## config.mk

```make
export PLATFORM = sky130hd
export DESIGN_NAME = mmce_front
export DESIGN_NICKNAME = d
export VERILOG_FILES = /design/src/design/mmce_pkg.sv /design/src/design/mmce_fifo.sv /design/src/design/mmce_front.sv
export SDC_FILE = /design/constraint.sdc
export NUM_CORES = 1
export LEC_CHECK = 0
export ABC_CLOCK_PERIOD_IN_PS = 5800
export BUFFER_PORTS_ARGS = -buffer_cell sky130_fd_sc_hd__buf_4
export CORE_MARGIN = 1.5
export CORE_UTILIZATION = 40
export DETAILED_ROUTE_END_ITERATION = 8
export PLACE_DENSITY = 0.65
export SLEW_MARGIN = 20
export SYNTH_ARGS = -nofsm -noshare
export SYNTH_HDL_FRONTEND = slang
export SYNTH_SLANG_ARGS = --single-unit
```

## constraint.sdc

```tcl
create_clock -name clk -period 5.8 [get_ports clk]
set_clock_uncertainty 0.1 [all_clocks]
set_input_delay 0.87 -clock clk [delete_from_list [all_inputs] [get_ports clk]]
set_output_delay 0.87 -clock clk [all_outputs]
set_load 0.005 [all_outputs]
```

## src/design/mmce_pkg.sv

```systemverilog
// Shared types and constants for the min/max column envelope.
package mmce_pkg;

    localparam int TS_W        = 32;
    localparam int TICKS_W     = 16;
    localparam int INDEX_W     = 7;
    localparam int COUNT_W     = 7;
    localparam int COLUMNS     = 109;
    localparam int AXES        = 3;
    localparam int DIV_STEPS   = 32;
    localparam int DIV_CNT_W   = 5;

    localparam logic [TICKS_W-1:0] COLUMN_TICKS_RESET = 16'd46;

    typedef enum logic {
        OP_PUSH = 1'b0,
        OP_READ = 1'b1
    } op_t;

    typedef struct packed {
        op_t                op;
        logic [TS_W-1:0]    timestamp;
        logic [TICKS_W-1:0] ticks;
        logic [INDEX_W-1:0] index;
    } cmd_hdr_t;

    typedef enum logic [4:0] {
        S_IDLE    = 5'b00001,
        S_MERGE   = 5'b00010,
        S_DIV     = 5'b00100,
        S_ADVANCE = 5'b01000,
        S_RD_DATA = 5'b10000
    } state_t;

endpackage

```

## src/design/mmce_fifo.sv

```systemverilog
// Small synchronous word queue with full and empty flags.
module mmce_fifo #(
    parameter int WIDTH = 8,
    parameter int DEPTH = 2
) (
    input  logic             clk,
    input  logic             rst_n,
    input  logic             wr_en,
    input  logic [WIDTH-1:0] wr_data,
    output logic             full,
    input  logic             rd_en,
    output logic [WIDTH-1:0] rd_data,
    output logic             empty
);

    localparam int PTR_W = $clog2(DEPTH);
    localparam int CNT_W = $clog2(DEPTH + 1);

    logic [WIDTH-1:0] mem_reg [DEPTH];
    logic [PTR_W-1:0] wr_ptr_reg, wr_ptr_next;
    logic [PTR_W-1:0] rd_ptr_reg, rd_ptr_next;
    logic [CNT_W-1:0] count_reg, count_next;
    logic             do_wr;
    logic             do_rd;

    assign full    = (count_reg == CNT_W'(DEPTH));
    assign empty   = (count_reg == '0);
    assign do_wr   = wr_en && !full;
    assign do_rd   = rd_en && !empty;
    assign rd_data = mem_reg[rd_ptr_reg];

    always_comb
    begin
        wr_ptr_next = wr_ptr_reg;
        rd_ptr_next = rd_ptr_reg;
        count_next  = count_reg;
        if (do_wr)
        begin
            wr_ptr_next = (wr_ptr_reg == PTR_W'(DEPTH - 1)) ? '0 : wr_ptr_reg + 1'b1;
        end
        if (do_rd)
        begin
            rd_ptr_next = (rd_ptr_reg == PTR_W'(DEPTH - 1)) ? '0 : rd_ptr_reg + 1'b1;
        end
        if (do_wr && !do_rd)
        begin
            count_next = count_reg + 1'b1;
        end
        else if (do_rd && !do_wr)
        begin
            count_next = count_reg - 1'b1;
        end
    end

    always_ff @(posedge clk or negedge rst_n)
    begin
        if (!rst_n)
        begin
            wr_ptr_reg <= '0;
            rd_ptr_reg <= '0;
            count_reg  <= '0;
        end
        else
        begin
            wr_ptr_reg <= wr_ptr_next;
            rd_ptr_reg <= rd_ptr_next;
            count_reg  <= count_next;
        end
    end

    always_ff @(posedge clk)
    begin
        if (do_wr)
        begin
            mem_reg[wr_ptr_reg] <= wr_data;
        end
    end

endmodule

```

## src/design/mmce_front.sv

```systemverilog
// Front end: config register, input decode and command queue.
module mmce_front import mmce_pkg::*; #(
    parameter int SAMPLE_BITS = 16
) (
    input  logic                        clk,
    input  logic                        rst_n,
    input  logic                        push,
    output logic                        full,
    input  logic                        action,
    input  logic [TS_W-1:0]             timestamp,
    input  logic signed [SAMPLE_BITS-1:0] sample_x,
    input  logic signed [SAMPLE_BITS-1:0] sample_y,
    input  logic signed [SAMPLE_BITS-1:0] sample_z,
    input  logic [INDEX_W-1:0]          read_index,
    input  logic                        cfg_write,
    input  logic [TICKS_W-1:0]          cfg_data,
    output logic                        cmd_valid,
    output cmd_hdr_t                    cmd_hdr,
    output logic [AXES*SAMPLE_BITS-1:0] cmd_samples,
    input  logic                        cmd_take
);

    localparam int HDR_W  = $bits(cmd_hdr_t);
    localparam int SAMP_W = AXES * SAMPLE_BITS;
    localparam int WORD_W = HDR_W + SAMP_W;

    logic [TICKS_W-1:0] span_ticks_reg;
    cmd_hdr_t           in_hdr;
    logic [WORD_W-1:0]  in_word;
    logic [WORD_W-1:0]  out_word;
    logic               q_empty;

    // zero ticks behaves as one tick per column
    always_comb
    begin
        in_hdr.op        = action ? OP_READ : OP_PUSH;
        in_hdr.timestamp = timestamp;
        in_hdr.ticks     = (span_ticks_reg == '0) ? TICKS_W'(1) : span_ticks_reg;
        in_hdr.index     = read_index;
    end

    assign in_word     = {in_hdr, sample_z, sample_y, sample_x};
    assign cmd_hdr     = cmd_hdr_t'(out_word[WORD_W-1 -: HDR_W]);
    assign cmd_samples = out_word[SAMP_W-1:0];
    assign cmd_valid   = !q_empty;

    always_ff @(posedge clk or negedge rst_n)
    begin
        if (!rst_n)
        begin
            span_ticks_reg <= COLUMN_TICKS_RESET;
        end
        else if (cfg_write)
        begin
            span_ticks_reg <= cfg_data;
        end
    end

    mmce_fifo #(
        .WIDTH (WORD_W),
        .DEPTH (2)
    ) u_cmd_q (
        .clk     (clk),
        .rst_n   (rst_n),
        .wr_en   (push),
        .wr_data (in_word),
        .full    (full),
        .rd_en   (cmd_take),
        .rd_data (out_word),
        .empty   (q_empty)
    );

endmodule

```

==> results.sh <==
export IMPL_detailedRoute_firstPassIterationCount=4
export IMPL_post_synth_design_cell_area_mm2=0.008642
export IMPL_grt_start_max_net_pins=88
export IMPL_maxCapViolations=0
export IMPL_power_share_switching=0.2541
export IMPL_ir_drop_v=0.0002616
export IMPL_clock_tree_buffer_depth=3
export IMPL_setup_cp_type="reg2out"
export IMPL_seq_area_frac_synth=0.7812
export IMPL_slew_viol_final=0
export IMPL_run_status="finished clean"
export IMPL_via_count_normalized_by_instance_count=4.709
export IMPL_timing_final_setup_violations=0
export IMPL_cts_sinks=228
export IMPL_timing_final_ws_setup_ps=2297
export IMPL_die_w_um=150.0
export IMPL_number_of_synthesized_flops_with_an_enable_pin=208
export IMPL_power_clock_fraction=0.267
export IMPL_groute_usage_overall=0.1370
export IMPL_rows=53
export IMPL_power_static_leakage_uw=0.004334
export IMPL_synth_warning_count=0
export IMPL_grt_remaining_overflow=0
export IMPL_synthesis_area_per_instance_um2=21.77
export IMPL_port_buffers=214
export IMPL_critical_path_required_ps=4830
export IMPL_arrival_ps=2530
export IMPL_final_nets=722
export IMPL_finalWorstPathRequiredPeriod_ps=3503
export IMPL_core_mm2=0.02109
export IMPL_cts_hold_buf=0
export IMPL_ys_flop_type="edfxtp_1"
export IMPL_largest_register_ff_count=208
export IMPL_grt_setup_unrepaired="false"
export IMPL_first_pass_grt_wire_length_mm=23.81
export IMPL_die_area_mm2=0.02250
export IMPL_synthesis_nets=507
export IMPL_grt_pass1_vias=4617
export IMPL_finalWirelength_mm=15.90
export IMPL_synth_lib_cells_used_distinct=23
export IMPL_area_delta_synth_final_pct=29.51
export IMPL_power_net_switching_uw=1371
export IMPL_min_delay_path_class="in2async"
export IMPL_cts_htree_levels=1
export IMPL_report_final_hold_viol_count=0
export IMPL_min_period_over_period=0.6040
export IMPL_pin_count=215
export IMPL_setup_total_negative_slack_ps=0
export IMPL_crit_path_end_kind="output pin"
export IMPL_slew_limit_headroom=0.4053
export IMPL_setup_worst_path_start_class="register"
export IMPL_fillerInstances=1717
export IMPL_multi_input_comb_area_mm2=0.001675
export IMPL_post_detailed_route_drc_marker_count=0
export IMPL_dr_first_iter_drc_count=152
export IMPL_vias=4262
export IMPL_post_cts_resized_instances=0
export IMPL_die_h_um=150.0
export IMPL_intPower_uw=4026
export IMPL_instance_count_of_the_mapped_netlist=397
export IMPL_grt_antenna_before_repair=0
export IMPL_total_power_uw=5397
export IMPL_power_frac_seq=0.444
export IMPL_cts_buffers=24
export IMPL_tightestPinTransition_ps=892.1
export IMPL_routabilityCongestion=0.7394
export IMPL_final_core_utilization=0.5307
export IMPL_maxClockFrequency_mhz=285.5
export IMPL_powerDensity_mw_per_mm2=482.3
export IMPL_sequential_cell_area_mm2=0.006755
export IMPL_clock_tree_from_tritoncts="built"
export IMPL_clkSlewWorstSetupHoldPaths_ps=60
export IMPL_clkLatencyLatePin_ps=500
export IMPL_path_max_fanout=50
export IMPL_ant_nets=0
export IMPL_starting_density=0.4098
export IMPL_route_detailed_wl_per_inst_um=17.57
export IMPL_n_antenna_cell=0
export IMPL_cts_setup_buffers=0
export IMPL_comb_power_share=0.289
export IMPL_placement_setup_worst_slack_ps=2767
export IMPL_async_reset_ff_frac=0.08772
export IMPL_proportion_of_layout_cells_with_a_drive_suffix_above_1=0.6016
export IMPL_synth_ff_latch_count=228
export IMPL_cts_root_buf="clkbuf_16"
export IMPL_dp_final_hpwl_mm=10.48
## power groups by stage
stage	clock, uW	sequential (uW)	combinational [uW]
finish	1440	2400	1560
global route	1560	2440	1680
CTS	1490	2400	1600
detailed placement	0	2440	1590
global placement	0	2410	1570
floorplan	0	2360	999
## worst max-delay path, cell delays in order, from the launching register on
cell	delay, ps
dfrtp_4	900
buf_4	570
mux2_2	400
buf_4	140
## layout by cell type (no fill, tap or decap), types with 3 or more instances in the layout
cell type / n
edfxtp_1: 208
dfstp_2: 4
clkinv_2: 3
nor4_1: 3
dfrtp_1: 15
xnor2_1: 3
clkbuf_16: 25
clkbuf_1: 9
clkbuf_8: 3
buf_4: 217
mux2_2: 70
mux2_4: 50
## metal layers
metal  part of all wire  global-route usage  up-vias
li1                   -                   -     1959
met2               0.53              0.2486      149
met1               0.38              0.1573     2126
met3              0.067             0.03232       28
met4              0.022             0.04755        0
met5                  0                   0        -
## cell usage after synthesis, types with 2 or more instances
cell	n	area, um^2
edfxtp_1	208	6246
nor4_1	3	18.77
dfrtp_1	16	400.4
mux2_4	50	750.7
buf_2	6	30.03
nand2_1	2	7.510
mux2_2	70	788.3
buf_12	5	100.1
xor2_1	2	17.52
xnor2_1	3	26.28
inv_1	2	7.510
nor2_1	2	7.510
dfstp_2	4	105.1
clkbuf_1	15	56.30
## cells by family after synthesis
| family | Yosys count | share of synthesized area |
|---|---|---|
| mux | 120 | 0.1781 |
| compound gates | 1 | 0.001158 |
| xor+xnor | 5 | 0.005068 |
| buf+inv | 31 | 0.02635 |
| simple gates | 11 | 0.006662 |
| flops | 228 | 0.7812 |
| fa+ha+maj | 1 | 0.001448 |
## per-stage QoR
stage          hold slack, ps  cells  cell area [um^2]
6_report                144.1    905             11190
5_1_grt                 143.5    905             11190
4_1_cts                 138.4    905             11190
3_5_place_dp            378.7    861             10430
3_3_place_gp            374.1    861             10430
2_1_floorplan           355.9    397              8645
## final timing paths
kind                                               endpoint  depth (start not counted)  slack [ps]                             start
hold / removal               u_cmd_q.wr_ptr_reg$_DFFE_PN0P_                          1         140                             rst_n
setup / recovery                                cmd_hdr[53]                          3        2300    u_cmd_q.rd_ptr_reg$_DFFE_PN0P_
min in group clk           u_cmd_q.mem_reg[1][67]$_DFFE_PP_                          0         400    span_ticks_reg[12]$_DFFE_PN0P_
max in group asynchronous     span_ticks_reg[2]$_DFFE_PN1P_                          1        5170                             rst_n
setup reg to reg           u_cmd_q.mem_reg[1][83]$_DFFE_PP_                          3        3270  u_cmd_q.count_reg[0]$_DFFE_PN0P_
hold reg to reg            u_cmd_q.mem_reg[1][67]$_DFFE_PP_                          0         400    span_ticks_reg[12]$_DFFE_PN0P_
## layout make-up
| cell class | count | area share |
|---|---|---|
| timing repair buffer | 218 | 0.1473 |
| tap | 275 | 0.03074 |
| clock inverter | 7 | 0.005366 |
| inverter | 2 | 0.0006708 |
| multi-input combinational | 138 | 0.1497 |
| clock buffer | 37 | 0.06260 |
| sequential | 228 | 0.6036 |
(Power assumes the default switching activity.)
