[config.mk]
export PLATFORM = sky130hd
export DESIGN_NAME = mmce_fifo
export DESIGN_NICKNAME = d
export VERILOG_FILES = /design/src/design/mmce_fifo.sv
export SDC_FILE = /design/constraint.sdc
export NUM_CORES = 1
export LEC_CHECK = 0
export BUFFER_PORTS_ARGS = -buffer_cell sky130_fd_sc_hd__buf_2
export CAP_MARGIN = 20
export CORE_MARGIN = 10
export CORE_UTILIZATION = 47
export DETAILED_ROUTE_END_ITERATION = 16
export GPL_ROUTABILITY_DRIVEN = 0
export PLACE_DENSITY = 0.73
export SKIP_CTS_REPAIR_TIMING = 1
export SLEW_MARGIN = 20
export SYNTH_ARGS = -nofsm -noshare
export SYNTH_HDL_FRONTEND = slang
export SYNTH_SLANG_ARGS = --single-unit
export TNS_END_PERCENT = 5
[constraint.sdc]
create_clock -name clk -period 2.3 [get_ports clk]
set_input_delay 0.23 -clock clk [delete_from_list [all_inputs] [get_ports clk]]
set_output_delay 0.23 -clock clk [all_outputs]
set_load 0.1 [all_outputs]
[src/design/mmce_fifo.sv]
// Small synchronous word queue with full and empty flags.
module mmce_fifo #(
    parameter int WIDTH = 8,
    parameter int DEPTH = 2
) (
    input  logic             clk,
    input  logic             rst_n,
    input  logic             wr_en,
    input  logic [WIDTH-1:0] wr_data,
    output logic             full,
    input  logic             rd_en,
    output logic [WIDTH-1:0] rd_data,
    output logic             empty
);

    localparam int PTR_W = $clog2(DEPTH);
    localparam int CNT_W = $clog2(DEPTH + 1);

    logic [WIDTH-1:0] mem_reg [DEPTH];
    logic [PTR_W-1:0] wr_ptr_reg, wr_ptr_next;
    logic [PTR_W-1:0] rd_ptr_reg, rd_ptr_next;
    logic [CNT_W-1:0] count_reg, count_next;
    logic             do_wr;
    logic             do_rd;

    assign full    = (count_reg == CNT_W'(DEPTH));
    assign empty   = (count_reg == '0);
    assign do_wr   = wr_en && !full;
    assign do_rd   = rd_en && !empty;
    assign rd_data = mem_reg[rd_ptr_reg];

    always_comb
    begin
        wr_ptr_next = wr_ptr_reg;
        rd_ptr_next = rd_ptr_reg;
        count_next  = count_reg;
        if (do_wr)
        begin
            wr_ptr_next = (wr_ptr_reg == PTR_W'(DEPTH - 1)) ? '0 : wr_ptr_reg + 1'b1;
        end
        if (do_rd)
        begin
            rd_ptr_next = (rd_ptr_reg == PTR_W'(DEPTH - 1)) ? '0 : rd_ptr_reg + 1'b1;
        end
        if (do_wr && !do_rd)
        begin
            count_next = count_reg + 1'b1;
        end
        else if (do_rd && !do_wr)
        begin
            count_next = count_reg - 1'b1;
        end
    end

    always_ff @(posedge clk or negedge rst_n)
    begin
        if (!rst_n)
        begin
            wr_ptr_reg <= '0;
            rd_ptr_reg <= '0;
            count_reg  <= '0;
        end
        else
        begin
            wr_ptr_reg <= wr_ptr_next;
            rd_ptr_reg <= rd_ptr_next;
            count_reg  <= count_next;
        end
    end

    always_ff @(posedge clk)
    begin
        if (do_wr)
        begin
            mem_reg[wr_ptr_reg] <= wr_data;
        end
    end

endmodule

==> results of run 1 <==
[Yosys cell counts]
| master | n |
|---|---|
| nand2b_1 | 1 |
| xnor2_2 | 1 |
| and3_1 | 1 |
| inv_1 | 2 |
| xor2_1 | 2 |
| edfxtp_1 | 16 |
| dfrtp_1 | 4 |
| mux2_2 | 2 |
| nor2_1 | 3 |
| ha_1 | 1 |
| buf_2 | 1 |
| o21ai_1 | 1 |
| mux2_1 | 6 |
| xnor2_1 | 2 |
| nand2_2 | 1 |
[per-stage QoR]
| step | utilization, % | setup slack [ns] | hold WS, ns |
|---|---|---|---|
| after CTS | 60.9 | 0.474 | -0.290 |
| final | 61.5 | 0.504 | 0.122 |
| after global routing | 61.5 | 0.408 | 0.104 |
| after floorplan | - | 0.397 | -0.0656 |
| after global placement | 58.5 | 0.774 | 0.0414 |
| after detailed placement | 58.5 | 0.679 | 0.0404 |
[area by class of cell]
type | count | area, um2 | area share (%)
clock buffers | 4 | 36.3 | 3.83
inverters | 2 | 7.51 | 0.792
multi-input cells | 21 | 189 | 19.9
flip-flops and latches | 20 | 581 | 61.2
well taps | 16 | 20.0 | 2.11
repair buffers | 22 | 115 | 12.1
[routing by layer]
layer / track usage [%] / part of all wire [%]
met1: 8.61 / 43
met2: 13.7 / 49
met3: 2.71 / 6.4
met4: 4.70 / 1.1
met5: 0 / 0
[kinds of logic after synthesis]
logic type,after synthesis
DFF,20
muxes,8
AOI/OAI and AO/OA,1
adders and majority gates,1
and+or+nand+nor,6
xor gates and xnor gates,5
buffers and inverters,3
[worst max-delay path: cells and delay by family, from the launching register on]
kind	cells	cell delay [ns]
multiplexers	1	0.38
buffers and inverters	1	0.30
flip-flops	1	0.60
[how the worst max path moves through the flow]
| stage | end | slack [ns] | depth (start not counted) |
|---|---|---|---|
| finish | rd_data[6] | 0.50 | 2 |
| global route | rd_data[7] | 0.41 | 2 |
| CTS | rd_data[6] | 0.47 | 2 |
| detailed placement | mem_reg[0][3] | 0.68 | 3 |
| global placement | mem_reg[0][3] | 0.77 | 3 |
| floorplan | empty | 0.40 | 1 |
==> metrics.md, run 1 <==
| Metric | Value |
|---|---|
| FF-to-FF End | mem_reg[0][3] |
| First-pass GRT wire length | roughly 2.2 mm |
| Post-Synthesis Cells | 44 |
| Setup Skew | ~0.004 ns |
| Routed WL per cell | 15.5 um |
| Root Buffer Master | clkbuf_4 |
| Dominant cell type by area after synthesis | edfxtp_1 |
| Most common cell after layout, fill and taps aside | buf_2 |
| Synth Area in XOR/XNOR | 6.56% |
| Setup TNS | 0 ns |
| HPWL after DPL | approximately 1.0 mm |
| R2R cell count | 3 |
| Placed Area | ~900 um2 |
| H-tree Lvls | 1 |
| Core area | 1540 um2 |
| Simple-gate share of the synthesized area | roughly 3.8% |
| Ports | 22 |
| Hold Crit Depth | 1 |
| Crit start category | register |
| Mapped Area | 782 um2 |
| Layout area overhead | 21.3% |
| Pre-antenna DRT Iters | 3 |
| Syn_area_per_cell | 17.8 um2 |
| Hold WC Path Type | primary input to register |
| TritonCTS clock tree | done |
| Initial antenna violation count | 0 |
| Layout cells sized above 1 | 42.0% |
| Endpoints failing setup | 0 |
| Placed Cells | 80 |
| Largest net degree at the start of global routing | 12 |
| Data arrival, critical path | ~1.6 ns |
| Post-Layout Cell Count | 85 |
| FMAX | roughly 560 MHz |
| Post-route design area | between 900 and 1000 um2 |
| Final ANT Viol Nets | 0 |
| Crit-path max FO | 9 |
| Total GRT Usage | ~8.1% |
| # port buffers | 21 |
| CP max stage delay | 0.60 ns |
| Vias per inst | between 5 and 6 |
| Clk slew on worst S/H paths | approximately 0.11 ns |
| Total Wirelength | ~1.3 mm |
| Post-synthesis adder-cell area fraction | under 10% |
| Outcome | finished, final reports clean |
| DRC | 0 |
| Final hold violation count | 0 |
| CTS buffer count | 3 |
| Hold endpoint | mem_reg[0][2] |
| Synth Register Bits | 20 |
| Fillers | 122 |
| Antenna Cells | 0 |
| Post-layout min period | between 1.5 and 2 ns |
| Crit Path Class | register to output port |
| FF-to-FF setup slack | 0.68 ns |
| Critical R2R Launch | count_reg[0] |
| Final period utilization | 78.1% |
| Die X | a little over 60 um |
| Clock tree buffer depth | 2 |
| Via count | 433 |
| Crit-path cells | mux2_1 > buf_2 |
| Worst path slowest cell | dfrtp_1 |
| Ys Warns | 0 |
| Starting Density | 50.7% |
| Area contributors post-synth | edfxtp_1 (61%), dfrtp_1 (13%), mux2_1 (8.6%) |
| Synth top area share | approximately 61% |
| FP Rows | 14 |
| CP startpoint | rd_ptr_reg |
| Die H | 60.8 um |
| Main combinational cell family by area after synthesis | multiplexers |
| Max_cap viols | 0 |
| Crit end category | output port |
| Worst relative slew slack | between 50% and 60% |
| Initial detailed-routing violation count | 6 |
| Synth Area in Compound Gates | less than 1% |
| Worst skew pair latency | slightly below 0.3 ns |
| Pins Over Slew Limit | 0 |
| Sequential area share after synthesis | 74.2% |
| RSZ-0062 raised after global routing | false |
| Mux share of post-synthesis cell area | a little under an eighth |
| Most frequent cells in the layout | buf_2 (21), edfxtp_1 (16), mux2_1 (6), dfrtp_1 (4) |
| Vias in the first global route | between 500 and 600 |
| Syn_nets | 57 |
| Sink Count | 20 |
| Grt ovf | 0 |
| Max reg flops | 16 |
| Nets | 83 |
| Die area | 3700 um2 |
| Hold Crit Start | wr_data[2] |
| CP Data Required Time | slightly above 2 ns |
| Worst-margin pin slew | around 0.67 ns |
| Netlist cell types | 15 |
Power of run 1 is left out: the tool's default activity adds up to more than one toggle a clock period on the data nets, which glitch-free logic cannot reach.
==> inputs of run 2 (changes only) <==
ABC_AREA = 1   (was unset)
CORE_UTILIZATION = 44   (was 47)
PLACE_DENSITY = 0.71   (was 0.73)
clock period = 1.59 ns   (was 2.3 ns; I/O delays follow)
==> run 2 against run 1 <==
Setup slack lost 0.42 ns. Final area grew 18%. Final cell count increased by 47%. First-iteration DRC count increased by 17%. Utilization grew 3.5 points. Non-clock buffer count up 2. Synthesized cell count rose by 66%. Global-route usage grew 0.073 points. Hold slack got worse by 0.083 ns. Clock skew grew 0.0024 ns. Sequential cell count unchanged.
==> metrics.md, run 2 <==
| Metric | Value |
|---|---|
| Initial antenna violation count | 0 |
| Layout cells sized above 1 | between 30% and 40% |
| Crit-path max FO | 7 |
| Final ANT Viol Nets | 0 |
| Sink Count | 20 |
| Total GRT Usage | 8.18% |
| CP Data Required Time | 1.43 ns |
| Largest net degree at the start of global routing | 12 |
| Most frequent cells in the layout | nand2_1 (33), edfxtp_1 (16), buf_2 (12), buf_12 (8), inv_1 (7) |
| FFs w/ async S/R, synth | roughly 20% |
| Hold Crit Depth | 1 |
| Most common cell after layout, fill and taps aside | nand2_1 |
| CTS buffer count | 3 |
| Final period utilization | roughly 94% |
| Total Wirelength | approximately 1.6 mm |
| Sequential area share after synthesis | between 70% and 80% |
| Crit Path Class | register to output port |
| Synth top area share | about three fifths |
| Via count | between 500 and 600 |
| Ports | 22 |
| Hold WC Path Type | primary input to register |
| Vias per inst | 4.53 |
| HPWL after DPL | between 1 and 1.5 mm |
| FMAX | between 600 and 700 MHz |
| Netlist cell types | 14 |
| Outcome | finished, final reports clean |
| FF-to-FF setup slack | roughly 0.15 ns |
| Initial detailed-routing violation count | 7 |
| Pins Over Slew Limit | 0 |
| Top-count cell post-synth | nand2_1 |
| Nets | about 110 |
| Ys Warns | 0 |
| Post-synth top flop | edfxtp_1 |
| Max reg flops | 16 |
| Die H | 62.9 um |
| Max_cap viols | 0 |
| Worst relative slew slack | about two thirds |
| Synth Register Bits | 20 |
| Clock tree buffer depth | 2 |
| Antenna Cells | 0 |
| Setup Skew | roughly 0.0064 ns |
| Hold endpoint | mem_reg[0][5] |
| Buf+Inv Stages, Crit Path | 1 |
| Clk slew on worst S/H paths | around 0.10 ns |
| Routed WL per cell | 12.7 um |
| Final hold violation count | 0 |
| Crit-path cells | nor2_2 > buf_2 |
| Post-Synthesis Cells | 73 |
| Die area | between 3000 and 4000 um2 |
| H-tree Lvls | 1 |
| Pre-antenna DRT Iters | 4 |
| Dominant cell type by area after synthesis | edfxtp_1 |
| First-pass GRT wire length | about 2.5 mm |
| Starting Density | 46.9% |
| Layout area overhead | 38.8% |
| Worst path slowest cell | dfrtp_1 |
| Root Buffer Master | clkbuf_4 |
| Top cells by count, synth | nand2_1 (33), edfxtp_1 (16), inv_1 (7) |
| Placed Cells | 120 |
| Core area | between 1500 and 2000 um2 |
| Grt ovf | 0 |
| DRC | 0 |
| Post-layout min period | about 1.5 ns |
| Data arrival, critical path | 1.34 ns |
| Worst skew pair latency | roughly 0.3 ns |
| Endpoints failing setup | 0 |
| TritonCTS clock tree | done |
| Pre-CTS WS | roughly 0.17 ns |
| EDFF count, synth | 16 |
| Placed Area | between 1000 and 1500 um2 |
| Syn_nets | between 80 and 90 |
| Post-route design area | 1120 um2 |
| Critical R2R Launch | count_reg[0] |
| Worst-margin pin slew | 0.486 ns |
| Hold Crit Start | wr_data[5] |
| FF-to-FF End | count_reg[1] |
| R2R cell count | 6 |
| Crit end category | output port |
| RSZ-0062 raised after global routing | false |
| Die X | around 63 um |
| PnR worst setup slack | slightly below 0.09 ns |
| Crit-path leading delay family | flip-flops |
| Syn_area_per_cell | 11.1 um2 |
| Crit start category | register |
| # port buffers | 21 |
| Post-Layout Cell Count | approximately 130 |
| CP Depth | 2 |
| Vias in the first global route | approximately 560 |
| Mapped Area | just over 800 um2 |
| CP max stage delay | roughly 0.49 ns |
| FP Rows | 15 |
| Area contributors post-synth | edfxtp_1 (59%), nand2_1 (15%), dfrtp_1 (12%) |
[run 2: changes by cell type in the layout (fill, tap and decap cells not counted), moves of 2 or more]
cell | previous run | this run
buf_12 | 0 | 8
o21ai_0 | 0 | 2
nand2_1 | 0 | 33
mux2_1 | 6 | 0
nor2_2 | 0 | 2
xor2_1 | 2 | 0
mux2_2 | 2 | 0
buf_4 | 0 | 2
inv_1 | 2 | 7
buf_2 | 21 | 12
nor2_1 | 3 | 1
[run 2: cells by family after synthesis]
family | share of synthesized area, %
AOI/OAI and AO/OA | 1.24
xor gates and xnor gates | 1.08
adders and majority gates | 1.55
buffers and inverters | 4.33
DFF | 71.7
and+or+nand+nor | 20.1
[run 2: through the flow]
stage / utilization (%) / TNS (ns) / hold slack, ns
detailed placement: 62.8 / 0 / -0.0302
global placement: 62.8 / 0 / -0.0306
CTS: 64.3 / 0 / -0.358
floorplan: - / -0.167 / -0.137
finish: 65.1 / 0 / 0.0398
global route: 65.1 / 0 / 0.0110
[run 2: worst register-to-register path: stages, from the launching register on]
cell	delay [ns]
dfrtp_1	0.49
o21ai_0	0.27
ha_1	0.30
inv_1	0.08
nand3_1	0.08
nand2_1	0.07
nand2_1	0.05
[run 2: layout make-up]
cell class | instances | area, um2
Fill cell | 140 | 603
Sequential cell | 20 | 582
Multi-Input combinational cell | 44 | 201
Clock buffer | 4 | 26.3
Tap cell | 25 | 31.3
Inverter | 8 | 30.0
Timing Repair Buffer | 24 | 253
[run 2: worst max-delay path by stage]
stage	endpoint	slack [ns]	from
floorplan	count_reg[1]	-0.11	count_reg[1]
global placement	count_reg[1]	0.19	count_reg[0]
detailed placement	count_reg[1]	0.17	count_reg[0]
CTS	rd_data[0]	0.03	rd_ptr_reg
global route	rd_data[3]	0.003	rd_ptr_reg
finish	empty	0.09	count_reg[0]
[run 2: routing by layer]
layer | up-vias | routed length (um) | global-route usage, %
li1 | 289 | - | -
met1 | 252 | 684 | 8.52
met2 | 18 | 763 | 12.8
met3 | 7 | 86 | 3.05
met4 | 0 | 58 | 6.70
met5 | - | 0 | 0
Power of run 2 is left out for the same reason.
==> inputs of run 3 (changes only) <==
CTS_BUF_LIST = sky130_fd_sc_hd__clkbuf_16   (was unset)
==> run 3 against run 2 <==
Hold slack improved by 0.060 ns. Final cell count is the same. Maximum frequency increased by 1.8%. Clock-buffer cell count is 1 lower. Final area grew 4.3%. Register-to-register slack worse by 0.03 ns. Routed wire length grew 3.9%. First-iteration DRC count up 71%. Largest cell class unchanged. Highest routed layer unchanged.
==> metrics.md, run 3 (synthesis results as in run 2) <==
| Metric | Value |
|---|---|
| Worst-margin pin slew | 0.486 ns |
| RSZ-0062 raised after global routing | false |
| Pre-antenna DRT Iters | 3 |
| TritonCTS clock tree | done |
| Crit end category | output port |
| Root Buffer Master | clkbuf_16 |
| Setup Skew | around 0.0030 ns |
| Placed Area | 1080 um2 |
| Die X | roughly 63 um |
| Post-route design area | between 1000 and 1500 um2 |
| Layout area overhead | 44.8% |
| Endpoints failing setup | 0 |
| Final ANT Viol Nets | 0 |
| Post-layout min period | between 1 and 1.5 ns |
| Hold Crit Depth | 1 |
| Outcome | finished, final reports clean |
| Max_cap viols | 0 |
| Nets | 114 |
| Crit-path max FO | 4 |
| Crit start category | register |
| Pins Over Slew Limit | 0 |
| Crit-path cells | inv_1 > nor2_4 > buf_2 |
| Worst skew pair latency | ~0.25 ns |
| Total GRT Usage | 8.33% |
| Starting Density | ~47% |
| CTS buffer count | 3 |
| Worst path slowest cell | buf_2 |
| FF-to-FF setup slack | between 0.1 and 0.15 ns |
| First-pass GRT wire length | about 2.6 mm |
| Ports | 22 |
| Hold Crit Start | wr_data[5] |
| Final period utilization | 92.8% |
| FF-to-FF End | count_reg[1] |
| R2R cell count | 6 |
| Vias in the first global route | between 500 and 600 |
| Max reg flops | 16 |
| CP Data Required Time | between 1 and 1.5 ns |
| Data arrival, critical path | about 1.3 ns |
| Largest net degree at the start of global routing | 12 |
| Pre-CTS WS | about 0.17 ns |
| Initial detailed-routing violation count | 12 |
| H-tree Lvls | 1 |
| Most common cell after layout, fill and taps aside | nand2_1 |
| Hold WC Path Type | primary input to register |
| FP Rows | 15 |
| Critical R2R Launch | count_reg[0] |
| Most frequent cells in the layout | nand2_1 (33), edfxtp_1 (16), buf_2 (13), inv_1 (8), buf_12 (8) |
| DRC | 0 |
| HPWL after DPL | between 1 and 1.5 mm |
| Clock tree buffer depth | 2 |
| PnR worst setup slack | approximately 0.12 ns |
| Initial antenna violation count | 0 |
| Antenna Cells | 0 |
| Crit Path Class | register to output port |
| CP max stage delay | approximately 0.44 ns |
| Final hold violation count | 0 |
| Worst relative slew slack | a little under 70% |
| Core area | roughly 1700 um2 |
| Sink Count | 20 |
| Hold_ws | 0.0994 ns |
| Total Wirelength | 1.66 mm |
| Layout cells sized above 1 | approximately 30% |
| Clk slew on worst S/H paths | approximately 0.050 ns |
| Die H | between 60 and 70 um |
| Vias per inst | 4.47 |
| # port buffers | 21 |
| Via count | 559 |
| Routed WL per cell | 13.2 um |
| Grt ovf | 0 |
| Hold endpoint | mem_reg[0][5] |
| Die area | about 4000 um2 |
| FMAX | slightly below 700 MHz |
==> run 3: worst max-delay path: cells and delay by family (launching register included) <==
| family | cells | cell delay [ns] |
|---|---|---|
| flops | 1 | 0.39 |
| buf+inv | 2 | 0.55 |
| simple gates | 1 | 0.13 |
==> run 3: worst max-delay path by stage <==
stage	cells after the start	endpoint	start	slack, ns
floorplan	8	count_reg[1]	count_reg[1]	-0.11
global placement	6	count_reg[1]	count_reg[0]	0.19
detailed placement	6	count_reg[1]	count_reg[0]	0.17
CTS	3	full	count_reg[1]	0.11
global route	4	rd_data[3]	rd_ptr_reg	0.03
finish	3	full	count_reg[1]	0.12
==> run 3: area by class of cell <==
cell class / instances / area [um2]
Clock inverter: 1 / 3.75
Sequential cell: 20 / 581
Multi-Input combinational cell: 44 / 201
Clock buffer: 3 / 75.1
Inverter: 8 / 30.0
Timing Repair Buffer: 24 / 250
Fill cell: 140 / 554
Tap cell: 25 / 31.3
==> run 3: routing by layer <==
layer  GRT usage [%]  share of wire [%]  up-vias
li1                -                  -      289
met1            8.63                 43      253
met2            14.0                 52       15
met4            5.03               0.54        0
met5               0                  0        -
met3            3.05                5.0        2
==> run 3: through the flow <==
step	setup TNS, ns	instances	utilization (%)
2_1_floorplan	-0.167	73	-
3_3_place_gp	0	120	62.8
3_5_place_dp	0	120	62.8
4_1_cts	0	124	67.3
5_1_grt	0	125	67.9
6_report	0	125	67.9
Power of run 3 is left out for the same reason.
